--- src/design/mfoc_pkg.sv ---
// shared types and constants for the magnetometer offset calibrator
// no dependencies; used by the interfaces and all modules
package mfoc_pkg;

    localparam int SAMPLE_W  = 16;
    localparam int SUM_W     = 24;
    localparam int EXT_W     = SUM_W - SAMPLE_W;
    localparam int COUNT_W   = 9;
    localparam int AXES      = 3;
    localparam int AXIS_W    = 2;
    localparam int STEP_W    = 3;
    localparam int HALF_W    = SUM_W + 1;
    localparam int DIV_CNT_W = $clog2(SUM_W + 1);

    localparam logic [STEP_W-1:0]  LAST_STEP       = STEP_W'(2 * AXES - 1);
    localparam logic [COUNT_W-1:0] DEFAULT_SAMPLES = COUNT_W'(3);

    typedef enum logic [1:0] {
        KIND_SAMPLE = 2'd0,
        KIND_PULSE  = 2'd1,
        KIND_DONE   = 2'd2,
        KIND_REJECT = 2'd3
    } t_kind;

    typedef struct packed {
        logic              load;
        logic              clear;
        logic              acc_norm;
        logic              acc_inv;
        logic              emit;
        t_kind             kind;
        logic              last;
        logic              pulse_level;
        logic              div_start;
        logic [AXIS_W-1:0] axis;
        logic              div_inv;
        logic              half;
        logic              offs;
    } t_dp_cmd;

    typedef struct packed {
        logic               item_cmd;
        logic [COUNT_W-1:0] item_count;
        logic               div_done;
        logic               out_free;
    } t_dp_status;

endpackage

--- src/design/mfoc_in_if.sv ---
// input channel: sample or start-calibration word with valid/ready
// depends on mfoc_pkg
interface mfoc_in_if;
    logic                                valid;
    logic                                ready;
    logic                                command;
    logic signed [mfoc_pkg::SAMPLE_W-1:0] sample_x;
    logic signed [mfoc_pkg::SAMPLE_W-1:0] sample_y;
    logic signed [mfoc_pkg::SAMPLE_W-1:0] sample_z;
    logic [mfoc_pkg::COUNT_W-1:0]         calib_count;

    modport source (output valid, command, sample_x, sample_y, sample_z, calib_count,
                    input ready);
    modport sink (input valid, command, sample_x, sample_y, sample_z, calib_count,
                  output ready);
endinterface

--- src/design/mfoc_out_if.sv ---
// output channel: result word with valid/ready
// depends on mfoc_pkg
interface mfoc_out_if;
    logic                                 valid;
    logic                                 ready;
    mfoc_pkg::t_kind                      kind;
    logic signed [mfoc_pkg::SAMPLE_W-1:0] out_x;
    logic signed [mfoc_pkg::SAMPLE_W-1:0] out_y;
    logic signed [mfoc_pkg::SAMPLE_W-1:0] out_z;
    logic                                 pulse_level;
    logic                                 last;

    modport source (output valid, kind, out_x, out_y, out_z, pulse_level, last,
                    input ready);
    modport sink (input valid, kind, out_x, out_y, out_z, pulse_level, last,
                  output ready);
endinterface

--- src/design/mfoc_div.sv ---
// iterative signed-by-unsigned divider, one quotient bit per cycle, truncates toward zero
// depends on mfoc_pkg
module mfoc_div (
    input  logic                                i_clk,
    input  logic                                i_rst_n,
    input  logic                                i_start,
    input  logic signed [mfoc_pkg::SUM_W-1:0]   i_dividend,
    input  logic [mfoc_pkg::COUNT_W-1:0]        i_divisor,
    output logic                                o_done,
    output logic signed [mfoc_pkg::SUM_W-1:0]   o_quotient
);

    logic                               r_busy;
    logic                               r_done;
    logic                               r_neg;
    logic [mfoc_pkg::SUM_W-1:0]         r_mag;
    logic [mfoc_pkg::COUNT_W-1:0]       r_rem;
    logic [mfoc_pkg::COUNT_W-1:0]       r_den;
    logic [mfoc_pkg::DIV_CNT_W-1:0]     r_cnt;

    logic [mfoc_pkg::COUNT_W:0]         w_shift;
    logic [mfoc_pkg::COUNT_W:0]         w_trial;
    logic                               w_fits;

    assign w_shift = {r_rem, r_mag[mfoc_pkg::SUM_W-1]};
    assign w_trial = w_shift - {1'b0, r_den};
    assign w_fits  = (w_shift >= {1'b0, r_den});

    always_ff @(posedge i_clk) begin
        if (!i_rst_n) begin
            r_busy <= 1'b0;
            r_done <= 1'b0;
        end else begin
            r_done <= 1'b0;
            if (i_start) begin
                r_busy <= 1'b1;
                r_neg  <= i_dividend[mfoc_pkg::SUM_W-1];
                r_mag  <= i_dividend[mfoc_pkg::SUM_W-1] ? -i_dividend : i_dividend;
                r_rem  <= '0;
                r_den  <= i_divisor;
                r_cnt  <= mfoc_pkg::DIV_CNT_W'(mfoc_pkg::SUM_W);
            end else if (r_busy) begin
                r_rem <= w_fits ? w_trial[mfoc_pkg::COUNT_W-1:0]
                                : w_shift[mfoc_pkg::COUNT_W-1:0];
                r_mag <= {r_mag[mfoc_pkg::SUM_W-2:0], w_fits};
                r_cnt <= r_cnt - 1'b1;
                if (r_cnt == mfoc_pkg::DIV_CNT_W'(1)) begin
                    r_busy <= 1'b0;
                    r_done <= 1'b1;
                end
            end
        end
    end

    assign o_done     = r_done;
    assign o_quotient = r_neg ? -r_mag : r_mag;

endmodule

--- src/design/mfoc_dp.sv ---
// datapath: item latch, phase sums, offsets, divider, offset math and output register
// depends on mfoc_pkg and mfoc_div
module mfoc_dp (
    input  logic                                 i_clk,
    input  logic                                 i_rst_n,
    input  logic                                 i_command,
    input  logic signed [mfoc_pkg::SAMPLE_W-1:0] i_sample_x,
    input  logic signed [mfoc_pkg::SAMPLE_W-1:0] i_sample_y,
    input  logic signed [mfoc_pkg::SAMPLE_W-1:0] i_sample_z,
    input  logic [mfoc_pkg::COUNT_W-1:0]         i_calib_count,
    input  logic [mfoc_pkg::COUNT_W-1:0]         i_divisor,
    input  mfoc_pkg::t_dp_cmd                    i_cmd,
    output mfoc_pkg::t_dp_status                 o_status,
    input  logic                                 i_out_ready,
    output logic                                 o_out_valid,
    output mfoc_pkg::t_kind                      o_kind,
    output logic signed [mfoc_pkg::SAMPLE_W-1:0] o_out_x,
    output logic signed [mfoc_pkg::SAMPLE_W-1:0] o_out_y,
    output logic signed [mfoc_pkg::SAMPLE_W-1:0] o_out_z,
    output logic                                 o_pulse_level,
    output logic                                 o_last
);

    logic                                 r_item_cmd;
    logic [mfoc_pkg::COUNT_W-1:0]         r_item_count;
    logic signed [mfoc_pkg::SAMPLE_W-1:0] r_smp  [mfoc_pkg::AXES];
    logic signed [mfoc_pkg::SUM_W-1:0]    r_nsum [mfoc_pkg::AXES];
    logic signed [mfoc_pkg::SUM_W-1:0]    r_isum [mfoc_pkg::AXES];
    logic signed [mfoc_pkg::SAMPLE_W-1:0] r_off  [mfoc_pkg::AXES];
    logic signed [mfoc_pkg::SUM_W-1:0]    r_avg_n;
    logic signed [mfoc_pkg::SUM_W-1:0]    r_avg_i;
    logic signed [mfoc_pkg::HALF_W-1:0]   r_half;

    logic                                 r_out_valid;
    mfoc_pkg::t_kind                      r_kind;
    logic signed [mfoc_pkg::SAMPLE_W-1:0] r_out [mfoc_pkg::AXES];
    logic                                 r_pulse_level;
    logic                                 r_last;

    logic signed [mfoc_pkg::SUM_W-1:0]    w_ext  [mfoc_pkg::AXES];
    logic signed [mfoc_pkg::SAMPLE_W-1:0] w_emit [mfoc_pkg::AXES];
    logic signed [mfoc_pkg::SUM_W-1:0]    w_dividend;
    logic                                 w_div_done;
    logic signed [mfoc_pkg::SUM_W-1:0]    w_quotient;
    logic signed [mfoc_pkg::HALF_W-1:0]   w_diff;
    logic signed [mfoc_pkg::HALF_W-1:0]   w_half;
    logic signed [mfoc_pkg::HALF_W-1:0]   w_offs;
    logic                                 w_out_free;

    assign w_dividend = i_cmd.div_inv ? r_isum[i_cmd.axis] : r_nsum[i_cmd.axis];

    mfoc_div u_div (
        .i_clk      (i_clk),
        .i_rst_n    (i_rst_n),
        .i_start    (i_cmd.div_start),
        .i_dividend (w_dividend),
        .i_divisor  (i_divisor),
        .o_done     (w_div_done),
        .o_quotient (w_quotient)
    );

    // difference halved toward zero
    assign w_diff = {r_avg_n[mfoc_pkg::SUM_W-1], r_avg_n}
                  - {r_avg_i[mfoc_pkg::SUM_W-1], r_avg_i};
    assign w_half = (w_diff >>> 1)
                  + mfoc_pkg::HALF_W'($signed({1'b0,
                        w_diff[mfoc_pkg::HALF_W-1] & w_diff[0]}));
    assign w_offs = r_half - {r_avg_n[mfoc_pkg::SUM_W-1], r_avg_n};

    always_comb begin
        for (int a = 0; a < mfoc_pkg::AXES; a++) begin
            w_ext[a] = {{mfoc_pkg::EXT_W{r_smp[a][mfoc_pkg::SAMPLE_W-1]}}, r_smp[a]};
            case (i_cmd.kind)
                mfoc_pkg::KIND_SAMPLE: w_emit[a] = r_smp[a] + r_off[a];
                mfoc_pkg::KIND_DONE:   w_emit[a] = r_off[a];
                default:               w_emit[a] = '0;
            endcase
        end
    end

    assign w_out_free = !r_out_valid || i_out_ready;

    always_ff @(posedge i_clk) begin
        if (!i_rst_n) begin
            r_out_valid <= 1'b0;
            for (int a = 0; a < mfoc_pkg::AXES; a++) begin
                r_nsum[a] <= '0;
                r_isum[a] <= '0;
                r_off[a]  <= '0;
            end
        end else begin
            if (i_cmd.load) begin
                r_item_cmd   <= i_command;
                r_item_count <= i_calib_count;
                r_smp[0]     <= i_sample_x;
                r_smp[1]     <= i_sample_y;
                r_smp[2]     <= i_sample_z;
            end
            for (int a = 0; a < mfoc_pkg::AXES; a++) begin
                if (i_cmd.clear) begin
                    r_nsum[a] <= '0;
                    r_isum[a] <= '0;
                    r_off[a]  <= '0;
                end
                if (i_cmd.acc_norm) begin
                    r_nsum[a] <= r_nsum[a] + w_ext[a];
                end
                if (i_cmd.acc_inv) begin
                    r_isum[a] <= r_isum[a] + w_ext[a];
                end
            end
            if (w_div_done) begin
                if (i_cmd.div_inv) begin
                    r_avg_i <= w_quotient;
                end else begin
                    r_avg_n <= w_quotient;
                end
            end
            if (i_cmd.half) begin
                r_half <= w_half;
            end
            if (i_cmd.offs) begin
                r_off[i_cmd.axis] <= w_offs[mfoc_pkg::SAMPLE_W-1:0];
            end
            if (i_cmd.emit) begin
                r_out_valid   <= 1'b1;
                r_kind        <= i_cmd.kind;
                r_pulse_level <= i_cmd.pulse_level;
                r_last        <= i_cmd.last;
                for (int a = 0; a < mfoc_pkg::AXES; a++) begin
                    r_out[a] <= w_emit[a];
                end
            end else if (i_out_ready) begin
                r_out_valid <= 1'b0;
            end
        end
    end

    assign o_status.item_cmd   = r_item_cmd;
    assign o_status.item_count = r_item_count;
    assign o_status.div_done   = w_div_done;
    assign o_status.out_free   = w_out_free;

    assign o_out_valid   = r_out_valid;
    assign o_kind        = r_kind;
    assign o_out_x       = r_out[0];
    assign o_out_y       = r_out[1];
    assign o_out_z       = r_out[2];
    assign o_pulse_level = r_pulse_level;
    assign o_last        = r_last;

endmodule

--- src/design/mfoc_ctrl.sv ---
// controller: calibration phases, pulse line, count register and division sequencing
// depends on mfoc_pkg; drives mfoc_dp through its command struct
module mfoc_ctrl #(
    parameter int unsigned MAX_SAMPLES = 256
) (
    input  logic                          i_clk,
    input  logic                          i_rst_n,
    input  logic                          i_cfg_we,
    input  logic [mfoc_pkg::COUNT_W-1:0]  i_cfg_data,
    input  logic                          i_in_valid,
    output logic                          o_in_ready,
    input  mfoc_pkg::t_dp_status          i_status,
    output mfoc_pkg::t_dp_cmd             o_cmd,
    output logic [mfoc_pkg::COUNT_W-1:0]  o_divisor
);

    typedef enum logic [2:0] {
        ST_IDLE,
        ST_DECODE,
        ST_EMIT,
        ST_DIV_START,
        ST_DIV_WAIT,
        ST_HALF,
        ST_OFFSET
    } t_state;

    typedef enum logic [1:0] {
        CAL_IDLE,
        CAL_NORMAL,
        CAL_INVERT
    } t_cal_mode;

    t_state                         r_state,   n_state;
    t_cal_mode                      r_mode,    n_mode;
    logic [mfoc_pkg::COUNT_W-1:0]   r_index,   n_index;
    logic [mfoc_pkg::COUNT_W-1:0]   r_target,  n_target;
    logic                           r_skip,    n_skip;
    logic                           r_pulse,   n_pulse;
    logic [mfoc_pkg::COUNT_W-1:0]   r_default, n_default;
    mfoc_pkg::t_kind                r_kind,    n_kind;
    logic                           r_last,    n_last;
    logic                           r_then_div, n_then_div;
    logic [mfoc_pkg::STEP_W-1:0]    r_step,    n_step;

    logic [mfoc_pkg::COUNT_W-1:0]   w_count;
    logic                           w_reject;
    logic [mfoc_pkg::COUNT_W-1:0]   w_next_idx;
    logic                           w_phase_end;

    assign w_count     = (i_status.item_count == '0) ? r_default : i_status.item_count;
    assign w_reject    = (r_mode != CAL_IDLE) || (w_count == '0)
                      || (32'(w_count) > 32'(MAX_SAMPLES));
    assign w_next_idx  = r_index + 1'b1;
    assign w_phase_end = (w_next_idx >= r_target);

    always_comb begin
        n_state    = r_state;
        n_mode     = r_mode;
        n_index    = r_index;
        n_target   = r_target;
        n_skip     = r_skip;
        n_pulse    = r_pulse;
        n_default  = i_cfg_we ? i_cfg_data : r_default;
        n_kind     = r_kind;
        n_last     = r_last;
        n_then_div = r_then_div;
        n_step     = r_step;

        o_cmd             = '0;
        o_cmd.kind        = r_kind;
        o_cmd.last        = r_last;
        o_cmd.pulse_level = r_pulse;
        o_cmd.axis        = r_step[mfoc_pkg::STEP_W-1:1];
        o_cmd.div_inv     = r_step[0];

        case (r_state)
            ST_IDLE: begin
                if (i_in_valid) begin
                    o_cmd.load = 1'b1;
                    n_state    = ST_DECODE;
                end
            end
            ST_DECODE: begin
                n_state    = ST_IDLE;
                n_then_div = 1'b0;
                n_last     = 1'b1;
                if (i_status.item_cmd) begin
                    if (w_reject) begin
                        n_kind  = mfoc_pkg::KIND_REJECT;
                        n_state = ST_EMIT;
                    end else begin
                        o_cmd.clear = 1'b1;
                        n_mode      = CAL_NORMAL;
                        n_index     = '0;
                        n_target    = w_count;
                        n_skip      = 1'b0;
                    end
                end else begin
                    case (r_mode)
                        CAL_NORMAL: begin
                            o_cmd.acc_norm = 1'b1;
                            n_index        = w_next_idx;
                            if (w_phase_end) begin
                                n_mode  = CAL_INVERT;
                                n_index = '0;
                                n_skip  = 1'b1;
                                n_pulse = !r_pulse;
                                n_kind  = mfoc_pkg::KIND_PULSE;
                                n_state = ST_EMIT;
                            end
                        end
                        CAL_INVERT: begin
                            if (r_skip) begin
                                n_skip = 1'b0;
                            end else begin
                                o_cmd.acc_inv = 1'b1;
                                n_index       = w_next_idx;
                                if (w_phase_end) begin
                                    n_mode     = CAL_IDLE;
                                    n_index    = '0;
                                    n_pulse    = !r_pulse;
                                    n_kind     = mfoc_pkg::KIND_PULSE;
                                    n_last     = 1'b0;
                                    n_then_div = 1'b1;
                                    n_state    = ST_EMIT;
                                end
                            end
                        end
                        default: begin
                            n_kind  = mfoc_pkg::KIND_SAMPLE;
                            n_state = ST_EMIT;
                        end
                    endcase
                end
            end
            ST_EMIT: begin
                if (i_status.out_free) begin
                    o_cmd.emit = 1'b1;
                    if (r_then_div) begin
                        n_then_div = 1'b0;
                        n_step     = '0;
                        n_state    = ST_DIV_START;
                    end else begin
                        n_state = ST_IDLE;
                    end
                end
            end
            ST_DIV_START: begin
                o_cmd.div_start = 1'b1;
                n_state         = ST_DIV_WAIT;
            end
            ST_DIV_WAIT: begin
                if (i_status.div_done) begin
                    if (r_step[0]) begin
                        n_state = ST_HALF;
                    end else begin
                        n_step  = r_step + 1'b1;
                        n_state = ST_DIV_START;
                    end
                end
            end
            ST_HALF: begin
                o_cmd.half = 1'b1;
                n_state    = ST_OFFSET;
            end
            ST_OFFSET: begin
                o_cmd.offs = 1'b1;
                if (r_step == mfoc_pkg::LAST_STEP) begin
                    n_kind  = mfoc_pkg::KIND_DONE;
                    n_last  = 1'b1;
                    n_state = ST_EMIT;
                end else begin
                    n_step  = r_step + 1'b1;
                    n_state = ST_DIV_START;
                end
            end
            default: begin
                n_state = ST_IDLE;
            end
        endcase
    end

    always_ff @(posedge i_clk) begin
        if (!i_rst_n) begin
            r_state    <= ST_IDLE;
            r_mode     <= CAL_IDLE;
            r_index    <= '0;
            r_target   <= '0;
            r_skip     <= 1'b0;
            r_pulse    <= 1'b0;
            r_default  <= mfoc_pkg::DEFAULT_SAMPLES;
            r_kind     <= mfoc_pkg::KIND_SAMPLE;
            r_last     <= 1'b0;
            r_then_div <= 1'b0;
            r_step     <= '0;
        end else begin
            r_state    <= n_state;
            r_mode     <= n_mode;
            r_index    <= n_index;
            r_target   <= n_target;
            r_skip     <= n_skip;
            r_pulse    <= n_pulse;
            r_default  <= n_default;
            r_kind     <= n_kind;
            r_last     <= n_last;
            r_then_div <= n_then_div;
            r_step     <= n_step;
        end
    end

    assign o_in_ready = (r_state == ST_IDLE);
    assign o_divisor  = r_target;

endmodule

--- src/design/mag_flip_offset_calibrator.sv ---
// magnetometer set/reset offset calibrator, one three-axis channel
// plain sample: latched, decoded, then put in the output register once free; no new word until then
// word closing the inverted phase: pulse result first, then the offsets after six divider passes
//   (24 quotient bits each) plus a halving and an offset step per axis, and the emit
// reset (i_rst_n low, synchronous): idle, offsets and sums zero, pulse line low, count 3
module mag_flip_offset_calibrator #(
    parameter int unsigned MAX_SAMPLES = 256
) (
    input  logic                          i_clk,
    input  logic                          i_rst_n,
    input  logic                          i_cfg_we,
    input  logic [mfoc_pkg::COUNT_W-1:0]  i_cfg_data,
    mfoc_in_if.sink                       i_in,
    mfoc_out_if.source                    o_out
);

    mfoc_pkg::t_dp_cmd              w_cmd;
    mfoc_pkg::t_dp_status           w_status;
    logic [mfoc_pkg::COUNT_W-1:0]   w_divisor;
    logic                           w_in_ready;

    mfoc_ctrl #(
        .MAX_SAMPLES (MAX_SAMPLES)
    ) u_ctrl (
        .i_clk      (i_clk),
        .i_rst_n    (i_rst_n),
        .i_cfg_we   (i_cfg_we),
        .i_cfg_data (i_cfg_data),
        .i_in_valid (i_in.valid),
        .o_in_ready (w_in_ready),
        .i_status   (w_status),
        .o_cmd      (w_cmd),
        .o_divisor  (w_divisor)
    );

    mfoc_dp u_dp (
        .i_clk         (i_clk),
        .i_rst_n       (i_rst_n),
        .i_command     (i_in.command),
        .i_sample_x    (i_in.sample_x),
        .i_sample_y    (i_in.sample_y),
        .i_sample_z    (i_in.sample_z),
        .i_calib_count (i_in.calib_count),
        .i_divisor     (w_divisor),
        .i_cmd         (w_cmd),
        .o_status      (w_status),
        .i_out_ready   (o_out.ready),
        .o_out_valid   (o_out.valid),
        .o_kind        (o_out.kind),
        .o_out_x       (o_out.out_x),
        .o_out_y       (o_out.out_y),
        .o_out_z       (o_out.out_z),
        .o_pulse_level (o_out.pulse_level),
        .o_last        (o_out.last)
    );

    assign i_in.ready = w_in_ready;

endmodule

--- src/flat_wrapper.sv ---
// flat-port wrapper written by rule: the top's interface ports become plain ports
module mag_flip_offset_calibrator_flat 
#(
    parameter int unsigned MAX_SAMPLES = 256
)
  (i_clk, i_rst_n, i_cfg_we, i_cfg_data, i_in_valid, i_in_command, i_in_sample_x, i_in_sample_y, i_in_sample_z, i_in_calib_count, i_in_ready, o_out_valid, o_out_kind, o_out_out_x, o_out_out_y, o_out_out_z, o_out_pulse_level, o_out_last, o_out_ready);
  mfoc_in_if i_in_i ();
  mfoc_out_if o_out_i ();
  input  logic i_clk;
  input  logic i_rst_n;
  input  logic i_cfg_we;
  input  logic [mfoc_pkg::COUNT_W-1:0] i_cfg_data;
  input wire logic [$bits(i_in_i.valid)-1:0] i_in_valid;
  input wire logic [$bits(i_in_i.command)-1:0] i_in_command;
  input wire logic [$bits(i_in_i.sample_x)-1:0] i_in_sample_x;
  input wire logic [$bits(i_in_i.sample_y)-1:0] i_in_sample_y;
  input wire logic [$bits(i_in_i.sample_z)-1:0] i_in_sample_z;
  input wire logic [$bits(i_in_i.calib_count)-1:0] i_in_calib_count;
  output wire logic [$bits(i_in_i.ready)-1:0] i_in_ready;
  output wire logic [$bits(o_out_i.valid)-1:0] o_out_valid;
  output wire logic [$bits(o_out_i.kind)-1:0] o_out_kind;
  output wire logic [$bits(o_out_i.out_x)-1:0] o_out_out_x;
  output wire logic [$bits(o_out_i.out_y)-1:0] o_out_out_y;
  output wire logic [$bits(o_out_i.out_z)-1:0] o_out_out_z;
  output wire logic [$bits(o_out_i.pulse_level)-1:0] o_out_pulse_level;
  output wire logic [$bits(o_out_i.last)-1:0] o_out_last;
  input wire logic [$bits(o_out_i.ready)-1:0] o_out_ready;
  assign i_in_i.valid = i_in_valid;
  assign i_in_i.command = i_in_command;
  assign i_in_i.sample_x = i_in_sample_x;
  assign i_in_i.sample_y = i_in_sample_y;
  assign i_in_i.sample_z = i_in_sample_z;
  assign i_in_i.calib_count = i_in_calib_count;
  assign i_in_ready = i_in_i.ready;
  assign o_out_valid = o_out_i.valid;
  assign o_out_kind = o_out_i.kind;
  assign o_out_out_x = o_out_i.out_x;
  assign o_out_out_y = o_out_i.out_y;
  assign o_out_out_z = o_out_i.out_z;
  assign o_out_pulse_level = o_out_i.pulse_level;
  assign o_out_last = o_out_i.last;
  assign o_out_i.ready = o_out_ready;
  mag_flip_offset_calibrator #(.MAX_SAMPLES(MAX_SAMPLES)) u_core (.i_clk(i_clk), .i_rst_n(i_rst_n), .i_cfg_we(i_cfg_we), .i_cfg_data(i_cfg_data), .i_in(i_in_i), .o_out(o_out_i));
endmodule
--- config.mk ---
export PLATFORM = sky130hd
export DESIGN_NAME = mag_flip_offset_calibrator_flat
export DESIGN_NICKNAME = d
export VERILOG_FILES = /design/src/design/mfoc_pkg.sv /design/src/design/mfoc_in_if.sv /design/src/design/mfoc_out_if.sv /design/src/design/mfoc_div.sv /design/src/design/mfoc_dp.sv /design/src/design/mfoc_ctrl.sv /design/src/design/mag_flip_offset_calibrator.sv /design/src/flat_wrapper.sv
export SDC_FILE = /design/constraint.sdc
export NUM_CORES = 1
export LEC_CHECK = 0
export BUFFER_PORTS_ARGS = -buffer_cell sky130_fd_sc_hd__buf_2
export CORE_MARGIN = 4
export CORE_UTILIZATION = 56
export CTS_CLUSTER_DIAMETER = 40
export CTS_CLUSTER_SIZE = 25
export DETAILED_ROUTE_END_ITERATION = 8
export GPL_ROUTABILITY_DRIVEN = 1
export GPL_TIMING_DRIVEN = 0
export PLACE_DENSITY_LB_ADDON = 0.3
export SLEW_MARGIN = 20
export SYNTH_ARGS = -nofsm -noshare
export SYNTH_HDL_FRONTEND = slang
export SYNTH_SLANG_ARGS = --single-unit
--- constraint.sdc ---
create_clock -name i_clk -period 5.4 [get_ports i_clk]
set_input_delay 1.62 -clock i_clk [delete_from_list [all_inputs] [get_ports i_clk]]
set_output_delay 1.62 -clock i_clk [all_outputs]
set_load 0.1 [all_outputs]
## Yosys cells after proc, flatten, opt, wreduce, memory -nomap -nowiden

Memories as Yosys holds them, arrays and structs flattened. A register that Yosys moved wholly into a read port is not among the register bits.
Cells that the tools add are included.

- Multiplexer cells: 128
- Reductions and logical operators: 37
- Bitwise operators: 21
- Add/subtract/negate cells: 18
- Equality and inequality tests: 25
- Order comparisons: 3

Operators by type and width:

| kind | number |
|---|---|
| two-way mux 24 bit | 17 |
| adder 24 x 16 -> 24 bit | 6 |
| case mux 16 bit (2 select lines) | 3 |
| two-way mux 16 bit | 4 |
| two-way mux 9 bit | 7 |
| two-way mux 1 bit | 54 |
| adder 16 bit | 3 |
| negation 24 bit | 2 |
| two-way mux 2 bit | 20 |
| two-way mux 3 bit | 11 |
| subtractor 24 x 24 -> 25 bit | 1 |
| case mux 3 bit (7 select lines) | 1 |
| zero test 9 bit | 2 |
| != test 2 bit, second input constant | 9 |
| case mux 9 bit (2 select lines) | 1 |
| adder 16 x 2 -> 16 bit | 1 |
| case mux 2 bit (2 select lines) | 4 |
| AND reduction 4 bit | 4 |
| OR reduction 16 bit | 1 |
| subtractor 16 bit | 1 |
| OR 1 bit | 15 |
| AND reduction 2 bit | 7 |
| == test 3 bit, second input constant | 4 |
| != test 3 bit, second input constant | 4 |
| other kinds (28) | 50 |

- Logic and storage cells: 265
- Memories: 5
- RAM bits: 288
- Register bits: 170
- Output and inout bits: 54

Memory list:

| name | depth | bits a word | rd ports | clocked after Yosys merged registers in | wr ports | RTL line | source |
|---|---|---|---|---|---|---|---|
| u_core.u_dp.r_isum | 3 | 24 | 4 | 1 | 3 | mfoc_dp.sv:28 | `logic signed [mfoc_pkg::SUM_W-1:0] r_isum [mfoc_pkg::AXES];` |
| u_core.u_dp.r_nsum | 3 | 24 | 4 | 1 | 3 | mfoc_dp.sv:27 | `logic signed [mfoc_pkg::SUM_W-1:0] r_nsum [mfoc_pkg::AXES];` |
| u_core.u_dp.r_off | 3 | 16 | 3 | 0 | 3 | mfoc_dp.sv:29 | `logic signed [mfoc_pkg::SAMPLE_W-1:0] r_off [mfoc_pkg::AXES];` |
| u_core.u_dp.r_out | 3 | 16 | 3 | 0 | 3 | mfoc_dp.sv:36 | `logic signed [mfoc_pkg::SAMPLE_W-1:0] r_out [mfoc_pkg::AXES];` |
| u_core.u_dp.r_smp | 3 | 16 | 3 | 0 | 3 | mfoc_dp.sv:26 | `logic signed [mfoc_pkg::SAMPLE_W-1:0] r_smp [mfoc_pkg::AXES];` |

## Longest topological paths before layout

- Depth in word-level cells: 13
- Gate-level depth with buffers: 21

## Hierarchy

From an unflattened synthesis, not the netlist that was laid out.

- Cell total of the unflattened synthesis: 2914
- Area total of the unflattened synthesis: 29948.7 µm²

Modules (own cells, without submodules):

| module | instances | cells each | sequential area each (µm²) | area an instance (µm²) |
|---|---|---|---|---|
| mfoc_dp | 1 | 2289 | 11010.6 | 24121.9 |
| mfoc_div | 1 | 336 | 1481.4 | 3399.5 |
| mfoc_ctrl | 1 | 289 | 820.8 | 2427.3 |

## Least setup slack after synthesis

OpenSTA, ideal clock, no wires.

- Path kind: reg2reg
- Start point: reg u_core.u_ctrl.r_state[0]
- End point: reg u_core.u_dp.r_item_cmd (enable)
- Slack: 0.588 ns
- Arrival: 4.390 ns
- Stages on the path, launching flop included: 5
- Path buffers: 2
- Setup time: 0.422 ns
- Clock period less this slack: 4.812 ns
- Cell sequence: dfxtp_1 > clkbuf_1 > clkbuf_1 > nor3_1 > and3_1

- Cells in the longest elaborated chain, start to end: 3

Ends and longest elaborated chain:

| what | RTL line | source |
|---|---|---|
| start: declaration | mfoc_ctrl.sv:33 | `t_state r_state, n_state;` |
| start signal: assignment | mfoc_ctrl.sv:197 | `r_state <= n_state;` |
| zero test 3 bit | - |  |
| net i_in_ready | flat_wrapper.sv:19 | `output wire logic [$bits(i_in_i.ready)-1:0] i_in_ready;` |
| two-way mux 1 bit | mfoc_ctrl.sv:76 | `case (r_state)` |
| AND reduction 2 bit (no source line) | - |  |
| end signal: assignment | mfoc_dp.sv:93 | `r_item_cmd <= i_command;` |
| end: declaration | mfoc_dp.sv:24 | `logic r_item_cmd;` |

The timed path passes the listed nets, and every way through them passes these cells.
A chain may end at the register's enable or synchronous reset.

## Final worst setup path

- Start point: reg u_core.u_dp.r_avg_n[0] (netlist name)
- End point: reg u_core.u_dp.r_half[14] (netlist name), data pin

- Cells in the longest elaborated chain, start to end: 3

Ends and longest elaborated chain:

| what | RTL line | source |
|---|---|---|
| start: declaration | mfoc_dp.sv:30 | `logic signed [mfoc_pkg::SUM_W-1:0] r_avg_n;` |
| start signal: assignment | mfoc_dp.sv:116 | `r_avg_n <= w_quotient;` |
| subtractor 24 x 24 -> 25 bit (*) | mfoc_dp.sv:64 | `- {r_avg_i[mfoc_pkg::SUM_W-1], r_avg_i};` |
| bitwise AND 1 bit | mfoc_dp.sv:67 | `w_diff[mfoc_pkg::HALF_W-1] & w_diff[0]}));` |
| adder 16 x 2 -> 16 bit (*) | mfoc_dp.sv:66 | `+ mfoc_pkg::HALF_W'($signed({1'b0,` |
| net u_core.u_dp.w_half (one bit) | mfoc_dp.sv:46 | `logic signed [mfoc_pkg::HALF_W-1:0] w_half;` |
| end signal: assignment | mfoc_dp.sv:120 | `r_half <= w_half;` |
| end: declaration | mfoc_dp.sv:32 | `logic signed [mfoc_pkg::HALF_W-1:0] r_half;` |

The timed path passes the listed nets; every way through them passes the cells marked *.

==> metrics <==
Total Die Area 56,500 um2; Initial Util 57.0%; top cells by area, synth edfxtp_1 42%, ha_1 11%, nor2_1 5.0%, xor2_1 3.6%, a21oi_1 3.4%; leakage power 0.0136 uW; Post-Place Cell Area 31,200 um2; Final ANT Viol Nets 0; DP HPWL 62,800 um; # setup viols final 0; crit path kind flop to flop; layout cells sized above 1 10.0%; most frequent cells after synthesis 414 x edfxtp_1, 397 x nor2_1, 253 x ha_1; critical path arrival 5.19 ns; routability congestion estimate from global placement 0.979; synthesized cell area 29,600 um2; antenna cells 0; detailed-route DRC error count 0; die height 238 um; CP Launch Type flop; Async SR Flop Fraction 0%; port buffer count 124; Area Growth Syn to Fin 14.0%; drt wl/cell 21.7 um; post-synthesis xor/xnor area fraction 7.02%; Gate Count Post-Synth 2,875; total grt overflow 0; standard-cell rows 83; simple-gate share of the synthesized area 15.5%; fmax 206 MHz; Post-synth EDFFs 414; post-synthesis mux area share 3.84%; Slew headroom 24.0%; Design Power 10,300 uW; count of final hold-check violations 0; CTS sink cnt 460; Yosys top cell by area edfxtp_1; top cell type's share of synthesized area 42.1%; Synth Area in Compound Gates 14.4%; Pre-antenna DRT Iters 6; Max FO, Critical Path 5; Fin Clk Skew 0.0193 ns; Max H-tree Level 3; nets 3,417; vias per cell 6.24; register area share after synthesis 45.2%; post-route clock period utilization 89.9%; Yosys warning total 0; fin. max-slew vios 0; first-pass GRT wire length 127,000 um; ys flop type edfxtp_1; Num CTS Buffers 72; Peak VDD IR 0.000270 V; hold depth 0; initial antenna violation count 0; top-count cell post-synth edfxtp_1; Req. time, crit path 5.74 ns; worst hold path type flop to flop; post-synthesis adder-cell area fraction 11.5%; flops & latches, synth 460; fin area 33,700 um2; Final min period 4.85 ns; largest net degree at the start of global routing 53; largest family of logic cells by synthesized area simple AND/OR/NAND/NOR gates; Chip Width 238 um; core area 51,800 um2; gr usage total 28.6%; RSZ-0062 raised after global routing false; CTS tree built; post-synth cell types 82; worst slew pin tran 1.14 ns; status complete, no violations; Post-CTS Hold Buffers 0; clock buffer depth 3; Worst-Skew Late Latency 0.60 ns; IO Pins 126; Syn Nets 3,212; Root Buffer clkbuf_16; Synth Area per Inst 10.3 um2; crit path capture type flop; 1st-iter DRT viols 2,376; via count 23,821; Clock transition at path regs 0.06 ns; Power per Cell Area 307 nW/um2; Max Cap Viol 0; cell depth of the worst flop-to-flop path 21; number of global-route vias before repair 22,997; final WL 82,800 um
-- path summary, 6_finish.rpt --
path | start | endpoint | slack [ns]
setup / recovery | u_core.u_dp.r_avg_n[0] | u_core.u_dp.r_half[14] | 0.55
hold / removal | u_core.u_ctrl.r_last | u_core.u_dp.o_last | 0.44
setup reg to reg | u_core.u_dp.r_avg_n[0] | u_core.u_dp.r_half[14] | 0.55
hold reg to reg | u_core.u_ctrl.r_last | u_core.u_dp.o_last | 0.44
-- power by group --
part	switching, uW	internal (uW)	total, uW
clock	1790	2930	4730
sequential	131	4040	4170
combinational	899	549	1450
-- through the flow --
step	TNS (ns)	util, %	cells	setup slack (ns)	hold slack (ns)
after floorplan	0	-	2875	0.588	0.406
after CTS	0	65.0	3818	0.194	0.442
final	0	65.0	3818	0.547	0.439
after detailed placement	0	60.2	3686	0.272	0.434
after global routing	0	65.0	3818	0.108	0.448
after global placement	-20.94	59.9	3679	-0.329	0.442
-- repair_timing --
action | in CTS | in global routing
setup endpoints to repair | 0 | 5
gates resized for setup | 0 | 3
setup buffers | 0 | 0
-- critical path, cell delays in order (launching register included) --
cell      delay, ns
edfxtp_1       0.38
inv_1          0.07
ha_1           0.17
inv_1          0.07
fa_1           0.49
a211oi_2       0.27
o21ai_0        0.19
a21oi_2        0.30
o211ai_1       0.20
o311ai_0       0.32
a21oi_1        0.15
o21ai_0        0.16
nand4_1        0.13
a21oi_2        0.27
ha_1           0.26
ha_1           0.21
and3_1         0.16
clkbuf_1       0.26
nand2_1        0.12
nor4_1         0.20
nand2_1        0.10
xnor2_1        0.13
-- cells by family after synthesis --
family	Yosys count
flip-flops	460
buffers and inverters	197
AO/OA/AOI/OAI	665
AND/OR/NAND/NOR	969
XOR/XNOR	237
multiplexers	82
adder cells (fa/ha/maj)	265
-- cells in the final DEF, fill, tap and decap left out, types with 11 or more instances in the layout --
cell type    n
edfxtp_1   414
nor2_1     395
ha_1       253
a21oi_1    198
nand2_1    167
o21ai_0    144
buf_2      133
xor2_1     123
inv_1      120
xnor2_1    114
nor3_1      75
clkbuf_16   75
a21o_1      65
clkbuf_1    62
nand3_1     59
mux2i_1     58
nor2b_1     47
nand2b_1    47
dfxtp_1     46
and3_1      39
a211oi_1    39
o21a_1      38
or3_1       34
a31oi_1     23
mux4_2      20
a21boi_0    20
nor4_1      18
o31ai_1     16
o21bai_1    14
nand4_1     14
and2_1      14
o211ai_1    12
o31a_1      12
fa_1        12
a2111oi_0   11
nand3b_1    11
-- flip-flops by register name, summed over array words and instances (netlist names), 5 cells and up, named ones only --
| register | count |
|---|---|
| u_core.u_dp.r_half | 16 |
| u_core.u_dp.r_nsum | 72 |
| u_core.u_dp.r_avg_i | 24 |
| u_core.u_dp.u_div.r_den | 9 |
| u_core.u_dp.r_smp | 48 |
| u_core.u_dp.r_out | 48 |
| u_core.u_dp.u_div.r_mag | 24 |
| u_core.u_dp.r_isum | 72 |
| u_core.u_ctrl.r_default | 9 |
| u_core.u_dp.r_off | 48 |
| u_core.u_dp.r_avg_n | 24 |
| u_core.u_ctrl.r_index | 9 |
| u_core.u_dp.u_div.r_rem | 9 |
| u_core.u_dp.u_div.r_cnt | 5 |
| u_core.u_ctrl.o_divisor | 9 |
| u_core.u_dp.r_item_count | 9 |
-- area by class of cell --
type,count,area [um2]
Inverter,121,454
Clock inverter,50,559
Fill cell,3898,18100
Multi-Input combinational cell,2218,15500
Buffer,76,320
Clock buffer,82,1910
Timing Repair Buffer,131,752
Sequential cell,460,13400
Tap cell,680,851
-- per-layer routing --
metal | share of wire [%] | wire, um | global-route usage [%]
met1 | 40 | 33300 | 38.2
met2 | 46 | 37700 | 46.3
met3 | 9.9 | 8220 | 6.08
met4 | 4.3 | 3540 | 10.6
met5 | 0 | 0 | 0
Power figures use the tool's default switching activity.
